==> src/hdl/ethl4_pkg.sv <==
package ethl4_pkg;

    // header layout, byte offsets counted from the destination MAC
    localparam logic [5:0] EthIpLen  = 6'd34;
    localparam logic [5:0] UdpEnd    = 6'd42;
    localparam logic [5:0] TcpEnd    = 6'd54;
    localparam logic [5:0] ProtoPos  = 6'd23;
    localparam logic [3:0] NibbleMask = 4'h0F;

    // result queue depth
    localparam int QDepth = 3;

    // configuration register indexes (paddr[2])
    localparam logic CFG_TCP_PROTO = 1'b0;
    localparam logic CFG_UDP_PROTO = 1'b1;

    // field identifiers
    localparam logic [4:0] FID_DST_MAC     = 5'd0;
    localparam logic [4:0] FID_SRC_MAC     = 5'd1;
    localparam logic [4:0] FID_ETHERTYPE   = 5'd2;
    localparam logic [4:0] FID_VERSION     = 5'd3;
    localparam logic [4:0] FID_IHL         = 5'd4;
    localparam logic [4:0] FID_TOS         = 5'd5;
    localparam logic [4:0] FID_TOTAL_LEN   = 5'd6;
    localparam logic [4:0] FID_IDENT       = 5'd7;
    localparam logic [4:0] FID_FRAGMENT    = 5'd8;
    localparam logic [4:0] FID_TTL         = 5'd9;
    localparam logic [4:0] FID_PROTOCOL    = 5'd10;
    localparam logic [4:0] FID_IP_CSUM     = 5'd11;
    localparam logic [4:0] FID_SRC_ADDR    = 5'd12;
    localparam logic [4:0] FID_DST_ADDR    = 5'd13;
    localparam logic [4:0] FID_TCP_SPORT   = 5'd14;
    localparam logic [4:0] FID_TCP_DPORT   = 5'd15;
    localparam logic [4:0] FID_TCP_SEQ     = 5'd16;
    localparam logic [4:0] FID_TCP_ACK     = 5'd17;
    localparam logic [4:0] FID_DATA_OFFSET = 5'd18;
    localparam logic [4:0] FID_RESERVED    = 5'd19;
    localparam logic [4:0] FID_TCP_FLAGS   = 5'd20;
    localparam logic [4:0] FID_TCP_WINDOW  = 5'd21;
    localparam logic [4:0] FID_TCP_CSUM    = 5'd22;
    localparam logic [4:0] FID_TCP_URGENT  = 5'd23;
    localparam logic [4:0] FID_UDP_SPORT   = 5'd24;
    localparam logic [4:0] FID_UDP_DPORT   = 5'd25;
    localparam logic [4:0] FID_UDP_LEN     = 5'd26;
    localparam logic [4:0] FID_UDP_CSUM    = 5'd27;
    localparam logic [4:0] FID_PAYLOAD     = 5'd28;
    localparam logic [4:0] FID_UNKNOWN     = 5'd29;
    localparam logic [4:0] FID_TRUNCATED   = 5'd30;

    // transport state, one-hot
    typedef enum logic [2:0] {
        KIND_NONE = 3'b001,
        KIND_TCP  = 3'b010,
        KIND_UDP  = 3'b100
    } kind_t;

    // what a byte position does
    typedef enum logic [1:0] {
        DEC_NONE    = 2'd0,
        DEC_FIELD   = 2'd1,
        DEC_SPLIT   = 2'd2,
        DEC_PAYLOAD = 2'd3
    } dec_kind_t;

    typedef struct packed {
        dec_kind_t  kind;
        logic [4:0] id;
    } dec_t;

    // one result transaction
    typedef struct packed {
        logic [4:0]  id;
        logic [47:0] value;
        logic        frame_end;
    } res_t;

    // position decode: which field (if any) closes at this byte
    function automatic dec_t decode_pos(input logic [5:0] pos, input kind_t kind);
        dec_t       d;
        logic [5:0] off;
        d   = '{kind: DEC_NONE, id: FID_DST_MAC};
        off = pos - EthIpLen;
        if (pos < EthIpLen)
        begin
            case (pos)
                6'd5:    d = '{kind: DEC_FIELD, id: FID_DST_MAC};
                6'd11:   d = '{kind: DEC_FIELD, id: FID_SRC_MAC};
                6'd13:   d = '{kind: DEC_FIELD, id: FID_ETHERTYPE};
                6'd14:   d = '{kind: DEC_SPLIT, id: FID_VERSION};
                6'd15:   d = '{kind: DEC_FIELD, id: FID_TOS};
                6'd17:   d = '{kind: DEC_FIELD, id: FID_TOTAL_LEN};
                6'd19:   d = '{kind: DEC_FIELD, id: FID_IDENT};
                6'd21:   d = '{kind: DEC_FIELD, id: FID_FRAGMENT};
                6'd22:   d = '{kind: DEC_FIELD, id: FID_TTL};
                6'd23:   d = '{kind: DEC_FIELD, id: FID_PROTOCOL};
                6'd25:   d = '{kind: DEC_FIELD, id: FID_IP_CSUM};
                6'd29:   d = '{kind: DEC_FIELD, id: FID_SRC_ADDR};
                6'd33:   d = '{kind: DEC_FIELD, id: FID_DST_ADDR};
                default: d = '{kind: DEC_NONE,  id: FID_DST_MAC};
            endcase
        end
        else if (kind == KIND_TCP && pos < TcpEnd)
        begin
            case (off)
                6'd1:    d = '{kind: DEC_FIELD, id: FID_TCP_SPORT};
                6'd3:    d = '{kind: DEC_FIELD, id: FID_TCP_DPORT};
                6'd7:    d = '{kind: DEC_FIELD, id: FID_TCP_SEQ};
                6'd11:   d = '{kind: DEC_FIELD, id: FID_TCP_ACK};
                6'd12:   d = '{kind: DEC_SPLIT, id: FID_DATA_OFFSET};
                6'd13:   d = '{kind: DEC_FIELD, id: FID_TCP_FLAGS};
                6'd15:   d = '{kind: DEC_FIELD, id: FID_TCP_WINDOW};
                6'd17:   d = '{kind: DEC_FIELD, id: FID_TCP_CSUM};
                6'd19:   d = '{kind: DEC_FIELD, id: FID_TCP_URGENT};
                default: d = '{kind: DEC_NONE,  id: FID_DST_MAC};
            endcase
        end
        else if (kind == KIND_UDP && pos < UdpEnd)
        begin
            case (off)
                6'd1:    d = '{kind: DEC_FIELD, id: FID_UDP_SPORT};
                6'd3:    d = '{kind: DEC_FIELD, id: FID_UDP_DPORT};
                6'd5:    d = '{kind: DEC_FIELD, id: FID_UDP_LEN};
                6'd7:    d = '{kind: DEC_FIELD, id: FID_UDP_CSUM};
                default: d = '{kind: DEC_NONE,  id: FID_DST_MAC};
            endcase
        end
        else
        begin
            d = '{kind: DEC_PAYLOAD, id: FID_PAYLOAD};
        end
        return d;
    endfunction

endpackage

==> src/hdl/eth_ipv4_l4_header_parser_unit.sv <==
// channel     | signals                            | payload
// ------------+------------------------------------+---------------------------------------
// byte in     | s_axis_tvalid/tready/tdata/tlast   | tdata[7:0] data_byte, tlast last_byte
// field out   | m_axis_tvalid/tready/tdata/tuser/  | tdata[47:0] field_value,
//             | tlast                              | tuser[4:0] field_id, tlast frame_end
// config      | psel/penable/pwrite/paddr/pwdata/  | 0x0 tcp_protocol_number,
//             | prdata/pready                      | 0x4 udp_protocol_number
//
// one byte is accepted per cycle while s_axis_tready is high; its results are written into a three-entry
// result queue at the accepting edge, and the registered head of that queue drives the output.
// the first IPv4 byte, the TCP offset byte and an unknown protocol byte give two
// results, so with the output always ready the input stalls after them.
// s_axis_tready depends only on the queue fill, never on m_axis_tready.
// rst_n clears the frame state, the queue fill and restores both protocol registers.
module eth_ipv4_l4_header_parser_unit
    import ethl4_pkg::*;
(
    input  logic        clk,
    input  logic        rst_n,

    input  logic        s_axis_tvalid,
    output logic        s_axis_tready,
    input  logic [7:0]  s_axis_tdata,   // [7:0] data_byte
    input  logic        s_axis_tlast,

    output logic        m_axis_tvalid,
    input  logic        m_axis_tready,
    output logic [47:0] m_axis_tdata,   // [47:0] field_value
    output logic [4:0]  m_axis_tuser,   // [4:0] field_id
    output logic        m_axis_tlast,

    input  logic        psel,
    input  logic        penable,
    input  logic        pwrite,
    input  logic [2:0]  paddr,
    input  logic [31:0] pwdata,
    output logic [31:0] prdata,
    output logic        pready
);

    logic [7:0]  tcp_proto_reg;
    logic [7:0]  udp_proto_reg;
    logic [5:0]  pos_reg,  pos_next;
    logic [47:0] acc_reg,  acc_next;
    kind_t       kind_reg, kind_next;
    logic        drop_reg, drop_next;

    res_t        q_reg  [QDepth];
    res_t        q_next [QDepth];
    logic [1:0]  count_reg, count_next;

    logic        s_accept;
    logic        m_accept;
    logic        cfg_write;
    res_t        r0, r1;
    logic [1:0]  npush;
    dec_t        dec;
    logic [47:0] acc_shift;
    logic [4:0]  split_id;
    logic [1:0]  base;

    assign s_accept  = s_axis_tvalid & s_axis_tready;
    assign m_accept  = m_axis_tvalid & m_axis_tready;
    assign cfg_write = psel & penable & pwrite & pready;

    // configuration port
    assign pready = 1'b1;

    always_comb
    begin
        case (paddr[2])
            CFG_TCP_PROTO: prdata = {24'd0, tcp_proto_reg};
            CFG_UDP_PROTO: prdata = {24'd0, udp_proto_reg};
            default:       prdata = 32'd0;
        endcase
    end

    always_ff @(posedge clk or negedge rst_n)
    begin
        if (!rst_n)
        begin
            tcp_proto_reg <= 8'd6;
            udp_proto_reg <= 8'd17;
        end
        else if (cfg_write)
        begin
            case (paddr[2])
                CFG_TCP_PROTO: tcp_proto_reg <= pwdata[7:0];
                CFG_UDP_PROTO: udp_proto_reg <= pwdata[7:0];
                default:       tcp_proto_reg <= tcp_proto_reg;
            endcase
        end
    end

    // per-byte decode and frame state update
    always_comb
    begin
        pos_next  = pos_reg;
        acc_next  = acc_reg;
        kind_next = kind_reg;
        drop_next = drop_reg;
        r0        = '{id: FID_TRUNCATED, value: 48'd0, frame_end: 1'b0};
        r1        = '{id: FID_TRUNCATED, value: 48'd0, frame_end: 1'b0};
        npush     = 2'd0;
        dec       = decode_pos(pos_reg, kind_reg);
        acc_shift = {acc_reg[39:0], s_axis_tdata};
        split_id  = (pos_reg < EthIpLen) ? FID_VERSION : FID_DATA_OFFSET;

        if (!drop_reg)
        begin
            if (dec.kind == DEC_PAYLOAD)
            begin
                r0    = '{id: FID_PAYLOAD, value: {40'd0, s_axis_tdata}, frame_end: 1'b0};
                npush = 2'd1;
            end
            else
            begin
                acc_next = acc_shift;
                if (dec.kind == DEC_SPLIT)
                begin
                    r0 = '{id: split_id, value: {44'd0, s_axis_tdata[7:4]}, frame_end: 1'b0};
                    r1 = '{id: split_id + 5'd1,
                           value: {44'd0, s_axis_tdata[3:0] & NibbleMask},
                           frame_end: 1'b0};
                    npush    = 2'd2;
                    acc_next = 48'd0;
                end
                else if (dec.kind == DEC_FIELD)
                begin
                    r0       = '{id: dec.id, value: acc_shift, frame_end: 1'b0};
                    npush    = 2'd1;
                    acc_next = 48'd0;
                end

                // protocol byte picks the transport header
                if (pos_reg == ProtoPos)
                begin
                    if (s_axis_tdata == tcp_proto_reg)
                    begin
                        kind_next = KIND_TCP;
                    end
                    else if (s_axis_tdata == udp_proto_reg)
                    begin
                        kind_next = KIND_UDP;
                    end
                    else
                    begin
                        r1 = '{id: FID_UNKNOWN, value: {40'd0, s_axis_tdata},
                               frame_end: 1'b0};
                        npush     = 2'd2;
                        drop_next = 1'b1;
                    end
                end
                pos_next = pos_reg + 6'd1;
            end

            // end of frame marks the final result, or pushes a truncation marker when the byte gave none
            if (s_axis_tlast)
            begin
                if (npush == 2'd0)
                begin
                    npush = 2'd1;
                end
                if (npush == 2'd2)
                begin
                    r1.frame_end = 1'b1;
                end
                else
                begin
                    r0.frame_end = 1'b1;
                end
            end
        end

        if (s_axis_tlast)
        begin
            pos_next  = 6'd0;
            acc_next  = 48'd0;
            kind_next = KIND_NONE;
            drop_next = 1'b0;
        end
    end

    always_ff @(posedge clk or negedge rst_n)
    begin
        if (!rst_n)
        begin
            pos_reg  <= 6'd0;
            acc_reg  <= 48'd0;
            kind_reg <= KIND_NONE;
            drop_reg <= 1'b0;
        end
        else if (s_accept)
        begin
            pos_reg  <= pos_next;
            acc_reg  <= acc_next;
            kind_reg <= kind_next;
            drop_reg <= drop_next;
        end
    end

    // result queue, head at entry 0
    always_comb
    begin
        q_next = q_reg;
        base   = count_reg - {1'b0, m_accept};
        if (m_accept)
        begin
            for (int i = 0; i < QDepth - 1; i++)
            begin
                q_next[i] = q_reg[i + 1];
            end
        end
        if (s_accept)
        begin
            for (int i = 0; i < QDepth; i++)
            begin
                if (npush != 2'd0 && 2'(i) == base)
                begin
                    q_next[i] = r0;
                end
                if (npush == 2'd2 && 2'(i) == base + 2'd1)
                begin
                    q_next[i] = r1;
                end
            end
            count_next = base + npush;
        end
        else
        begin
            count_next = base;
        end
    end

    always_ff @(posedge clk)
    begin
        q_reg <= q_next;
    end

    always_ff @(posedge clk or negedge rst_n)
    begin
        if (!rst_n)
        begin
            count_reg <= 2'd0;
        end
        else
        begin
            count_reg <= count_next;
        end
    end

    assign s_axis_tready = (count_reg <= 2'(QDepth - 2));
    assign m_axis_tvalid = (count_reg != 2'd0);
    assign m_axis_tdata  = q_reg[0].value;
    assign m_axis_tuser  = q_reg[0].id;
    assign m_axis_tlast  = q_reg[0].frame_end;

    // queue never overfills
    assert property (@(posedge clk) disable iff (!rst_n)
        count_reg <= 2'(QDepth))
        else $error("result queue overfilled");

    // last byte returns the frame state to its start
    assert property (@(posedge clk) disable iff (!rst_n)
        s_accept && s_axis_tlast |=>
            pos_reg == 6'd0 && kind_reg == KIND_NONE && !drop_reg)
        else $error("frame state not cleared after last byte");

    // dropping only happens before a transport is chosen
    assert property (@(posedge clk) disable iff (!rst_n)
        drop_reg |-> kind_reg == KIND_NONE)
        else $error("dropping with a known transport");

    // position stops at the end of the longest header
    assert property (@(posedge clk) disable iff (!rst_n)
        pos_reg <= TcpEnd)
        else $error("byte position past header end");

    // a byte that is not dropped always yields a result at frame end
    assert property (@(posedge clk) disable iff (!rst_n)
        s_accept && s_axis_tlast && !drop_reg |=> m_axis_tvalid)
        else $error("frame end produced no result");

endmodule

==> config.mk <==
export PLATFORM = sky130hd
export DESIGN_NAME = eth_ipv4_l4_header_parser_unit
export DESIGN_NICKNAME = d
export VERILOG_FILES = /design/src/hdl/ethl4_pkg.sv /design/src/hdl/eth_ipv4_l4_header_parser_unit.sv
export SDC_FILE = /design/constraint.sdc
export NUM_CORES = 1
export LEC_CHECK = 0
export BUFFER_PORTS_ARGS = -buffer_cell sky130_fd_sc_hd__buf_2
export CAP_MARGIN = 15
export CORE_ASPECT_RATIO = 0.8
export CORE_MARGIN = 3
export CORE_UTILIZATION = 53
export CTS_CLUSTER_DIAMETER = 40
export DETAILED_ROUTE_END_ITERATION = 6
export HOLD_SLACK_MARGIN = 0.03
export PLACE_DENSITY = 0.77
export SYNTH_ARGS = -nofsm -noshare
export SYNTH_HDL_FRONTEND = slang
export SYNTH_SLANG_ARGS = --single-unit
==> constraint.sdc <==
create_clock -name clk -period 4.2 [get_ports clk]
set_clock_uncertainty 0.15 [all_clocks]
set_input_delay 0.63 -clock clk [delete_from_list [all_inputs] [get_ports clk]]
set_output_delay 0.63 -clock clk [all_outputs]
set_load 0.01 [all_outputs]
# Yosys cells after proc, flatten, opt, wreduce, memory -nomap -nowiden
# Memories as Yosys holds them, arrays and structs flattened.
# Index checks and enable logic that the tools add are counted.
[totals]
register_bits = 230
rom_bits = 608
input_bits = 51
word_cells = 136
n_memories = 2
[memory_table]
columns = ["memory", "words", "width", "rd", "rd_clocked_by_memory_dff", "write_ports", "line", "rtl"]
rows = [
  ["(no name shown)", 64, 6, 1, 0, 0, "ethl4_pkg.sv:85", "case (pos)"],
  ["(no name shown)", 32, 7, 1, 0, 0, "ethl4_pkg.sv:104", "case (off)"],
]
[op_classes]
n_addsub = 6
order_cmp = 4
eq_ne = 20
muxes = 62
n_bitwise = 5
reduce_logical = 21
[ops]
columns = ["op", "count"]
rows = [
  ["$mux 54", 16],
  ["$mux 40", 5],
  ["$mux 162", 1],
  ["$mux 108", 1],
  ["$pmux 32 s2", 1],
  ["$mux 7", 4],
  ["$mux 2", 12],
  ["$pmux 6 s4", 1],
  ["$lt 6x6->1 const B", 3],
  ["$mux 3", 6],
  ["$mux 6", 3],
  ["$eq 8x8->1", 2],
  ["$eq 6x3->1 const B", 2],
  ["$mux 1", 11],
  ["$eq 2x2->1 const B", 4],
  ["$logic_and 1x1->1", 8],
  ["$reduce_bool 2->1", 4],
  ["$add 6x1->6 const B", 1],
  ["$eq 6x1->1 const B", 1],
  ["$eq 6x2->1 const B", 1],
  ["$eq 6x5->1 const B", 1],
  ["$logic_not 2->1", 3],
  ["$reduce_and 2->1", 3],
  ["$sub 6x6->6 const B", 1],
  ["17 further kinds", 23],
]

# Logic depth before layout (Yosys ltp)
[logic_depth]
depth_word = 25
ltp_mapped = 18
mapped_depth_nobuf = 14

# Least setup slack after synthesis
# No wires, ideal clock.
[synth_timing]
path_kind = "register -> register"
from = "register pos_reg[1]"
to = "register q_reg[0] (netlist name) (enable)"
setup_ns = 0.415
arrival_time_ns = 4.033
t_required_ns = 3.635
slack_ns = -0.398
path_stages_with_launch = 13
path_buffers = 3
path_cell_list = "dfrtp_1 buf_2 inv_1 ha_1 buf_2 nor4bb_1 a22oi_1 a221o_1 nand2_4 o211ai_4 a21oi_4 buf_2 o21a_1"
[synth_between]
elab_chain_cells = 24
elab_cells_between_ends = 40
classes_between = "1 x add/sub; 3 x order compare; 9 x eq/ne; 17 x mux; 8 x reduce/logical; 2 x memory"
[synth_lines]
columns = ["element", "line", "rtl"]
rows = [
  ["start, declared", "eth_ipv4_l4_header_parser_unit.sv:43", "logic [5:0] pos_reg, pos_next;"],
  ["start signal, assigned", "eth_ipv4_l4_header_parser_unit.sv:195", "pos_reg <= pos_next;"],
  ["branches (longest 12 deep; another with $mem_v2 32x7)", "n/a", ""],
  ["$mux 2 *", "eth_ipv4_l4_header_parser_unit.sv:111", "if (dec.kind == DEC_PAYLOAD)"],
  ["$mux 2 *", "eth_ipv4_l4_header_parser_unit.sv:109", "if (!drop_reg)"],
  ["$logic_not 2->1", "eth_ipv4_l4_header_parser_unit.sv:160", "if (npush == 2'd0)"],
  ["$mux 2", "eth_ipv4_l4_header_parser_unit.sv:160", ""],
  ["$mux 2", "eth_ipv4_l4_header_parser_unit.sv:158", "if (s_axis_tlast)"],
  ["$mux 2", "eth_ipv4_l4_header_parser_unit.sv:109", ""],
  ["$mux 2 *", "eth_ipv4_l4_header_parser_unit.sv:158", ""],
  ["$mux 2 *", "eth_ipv4_l4_header_parser_unit.sv:109", ""],
  ["$eq 2x2->1 or $reduce_bool 2->1 (tied branches)", "eth_ipv4_l4_header_parser_unit.sv:222, eth_ipv4_l4_header_parser_unit.sv:218", ""],
  ["$logic_and 1x1->1 (on tied branches)", "eth_ipv4_l4_header_parser_unit.sv:222, eth_ipv4_l4_header_parser_unit.sv:218", ""],
  ["$reduce_bool 2->1 (no source line) *", "n/a", ""],
  ["$reduce_and 2->1 (no source line) *", "n/a", ""],
  ["end signal, assigned", "eth_ipv4_l4_header_parser_unit.sv:237", "q_reg <= q_next;"],
  ["end, declared", "eth_ipv4_l4_header_parser_unit.sv:48", "res_t q_reg [QDepth];"],
]
# Every way passes the cells marked *. The select of a mux whose other input is x is not followed.
# A chain may end at the register's enable or synchronous reset.

# Worst setup path after layout
[layout_timing]
from = "register pos_reg[0]"
to = "register q_reg[13] (netlist name) (enable)"
# Same word-level chain as after synthesis.

==> summary.txt <==
Run status
  – Outcome: complete, no violations

Synthesis
  – Number of library cell types mapped by synthesis: 85
  – Count leader, synth: dfxtp_1
  – Synth cell count leaders: 108 x dfxtp_1, 105 x mux2i_1, 101 x o22ai_1, 83 x buf_4, 83 x nand2_1
  – Syn_area_per_cell: 10.4 µm²
  – Sequential area share after synthesis: 47.0%
  – Post-synth top area cell: dfxtp_1
  – Synth top area share: 18.5%
  – Netlist Area Pre-Place: 11700 µm²
  – Synth warn: 0
  – Top post-synthesis cells by area: dfxtp_1 19%, edfxtp_1 14%, dfrtp_1 13%
  – Async S/R FF share, synth: 29.6%
  – Yosys reg bits: 230
  – Post-synth EDFFs: between 50 and 60
  – Post-synth top flop: dfxtp_1
  – Mapped Cells: 1119

Timing
  – Max Freq: ~0.27 GHz
  – Part of the cycle the worst path needs: between 80 and 90%
  – Min Tclk post-route: between 3000 and 4000 ps
  – Unrepaired setup endpoints after global routing: no
  – Slew Limit Fails: 0
  – Worst slew pin tran: 1060 ps
  – Post-route setup slack: 459 ps
  – Final setup fails: 0
  – Max-slew headroom: 29.5%
  – Setup TNS: 0 ps
  – Final Hold Violating Endpoints: 0

Run
  – MaxCap Viol Count: 0

Final layout
  – Nets: ~1200
  – Layout area overhead: 10.0%
  – Share of cells above drive strength 1: 21.8%
  – Ant. Diodes: 0
  – Largest register FFs: 108

GRT
  – Met2 usage: a little over a third
  – Pin count of the biggest net entering global routing: about 60
  – First-pass GRT wire length: 46.5 mm
  – Tot GR Track Use: 23.8%
  – Met1 usage: 35.9%
  – Initial antenna violation count: 0
  – Met3 Track Usage GR: roughly 4.2%
  – Global route hottest layer: met1
  – Vias in the first global route: 8557
  – Total grt overflow: 0

Clock tree
  – Clock buffer count from CTS: 28
  – Post-CTS setup buffers: 0
  – Clk root buf: clkbuf_16
  – Worst-path clk slew: 60 ps
  – CTS tree: built
  – # H-tree levels: 1
  – Clock Latency Late Sink: 530 ps
  – Sink Count: 230
  – Hold buffer count at cts: 1
  – Clock Tree Buf Depth: 3
  – Post_cts resized: 0

Drt
  – Detailed Routing Iterations Pass 1: 7
  – Number of vias per cell: 6.14
  – DR vias: 8764
  – DRT iter0 DRCs: slightly below 900
  – Post-Route WL: around 30 mm
  – Final ANT Viol Nets: 0
  – WL/cell: roughly 20 µm
  – DRC errors left: 0

Pwr
  – P_leak: 5.29 nW
  – Peak VDD IR: 0.402 mV
  – Power density cells: 775 nW/µm²

Min path
  – Hold_sp: pwdata[1]
  – Hold crit path type: input pin to flip-flop

Critical path
  – Worst Path Buf+Inv: 2
  – CP required: ~4300 ps
  – Startpoint Class: flip-flop
  – Maximum fanout along the worst path: 39
  – R2R Path Start: pos_reg[0]
  – Worst Setup SP: pos_reg[0]
  – Arrival time of the worst setup path: 3800 ps
  – CP endpoint kind: flip-flop
  – CP max-delay cell: dfrtp_1
  – Crit Path Class: flip-flop to flip-flop
  – CP peak stage delay: 550 ps
  – Crit-path cells: inv_1 > ha_1 > nor4bb_1 > a22oi_1 > a221o_1 > nand2_4 > nor3_2 > a2111oi_0 > o21a_2 > buf_12
  – CP top delay family: compound AO/OA/AOI/OAI gates

Floorplanning
  – I/O pin count: between 100 and 150
  – Core Area: 21200 µm²
  – Die Footprint: between 20000 and 25000 µm²
  – Row count: 47
  – Starting Density: 55.2%
  – Die Y: 139 µm
  – Die X: between 150 and 200 µm

Place
  – Port-buffer cells: 88
  – Detailed placement HPWL: approximately 19 mm
  – Worst slack, placed: roughly 540 ps
  – GP Congestion: 0.970
==> routing by layer <==
| metal | vias to the layer above | wire, µm |
|---|---|---|
| met5 | - | 0 |
| met4 | 0 | 598 |
| met3 | 64 | 2260 |
| met2 | 368 | 13200 |
| met1 | 4273 | 13100 |
| li1 | 4059 | - |
==> report_power, final <==
group,switching (mW),leakage [nW],internal (mW),total [mW]
sequential,0.491,2.30,3.09,3.58
clock,1.02,0.482,1.51,2.52
combinational,2.26,2.50,1.59,3.86
total,3.77,5.29,6.19,9.96
==> worst paths after layout <==
| kind | depth (start not counted) | end | slack (ps) |
|---|---|---|---|
| max reg2reg | 10 | q_reg[13] | 460 |
| min in group asynchronous | 2 | acc_reg[12] | 540 |
| max in group asynchronous | 3 | kind_reg[0] | 2360 |
| min | 2 | udp_proto_reg[1] | 200 |
| min reg2reg | 2 | m_axis_tdata[3] | 340 |
| max | 10 | q_reg[13] | 460 |
==> placed cells by master, fill, tap and decap left out, types with 7 or more instances in the layout <==
master     count
buf_2         88
a22oi_1       20
a22o_1        24
and2_1        12
o211ai_1      10
nor3b_1        7
ha_1           9
nand2_1       82
inv_1         13
dfrtp_1       63
clkbuf_16     29
nand3_1       12
a21oi_1       26
mux2_2        26
o21ai_0       23
nor3_1        17
o2bb2ai_1     10
dfxtp_1      108
edfxtp_1      54
nor2_1        76
nand2_2       10
xnor2_1       23
buf_12         7
mux2i_1      105
conb_1        25
buf_4         30
o22ai_1      101
==> layout make-up <==
class	instances	area [µm²]
well taps	269	337
clock inverters	19	243
multi-input cells	732	5140
inverters	17	63.8
flip-flops and latches	230	5490
fillers	1751	8320
clock buffers	33	751
repair buffers	127	827
==> cell families after synthesis <==
family	synth area share, %
compound gates	17.4
simple gates	11.2
flops	47.0
buf+inv	9.85
mux	11.5
xor+xnor	1.87
fa+ha+maj	1.06
other cells	0.0643
==> metrics by stage <==
step	util, %	hold slack, ps	instance area (µm²)	std cells	power [mW]
CTS	60.7	186	12800	1426	9.94
floorplan	-	184	11800	1142	6.65
global route	60.7	191	12900	1427	10.5
detailed placement	55.9	335	11800	1373	7.39
global placement	55.9	319	11800	1373	7.27
finish	60.7	196	12900	1427	9.96
(Power assumes the default switching activity.)
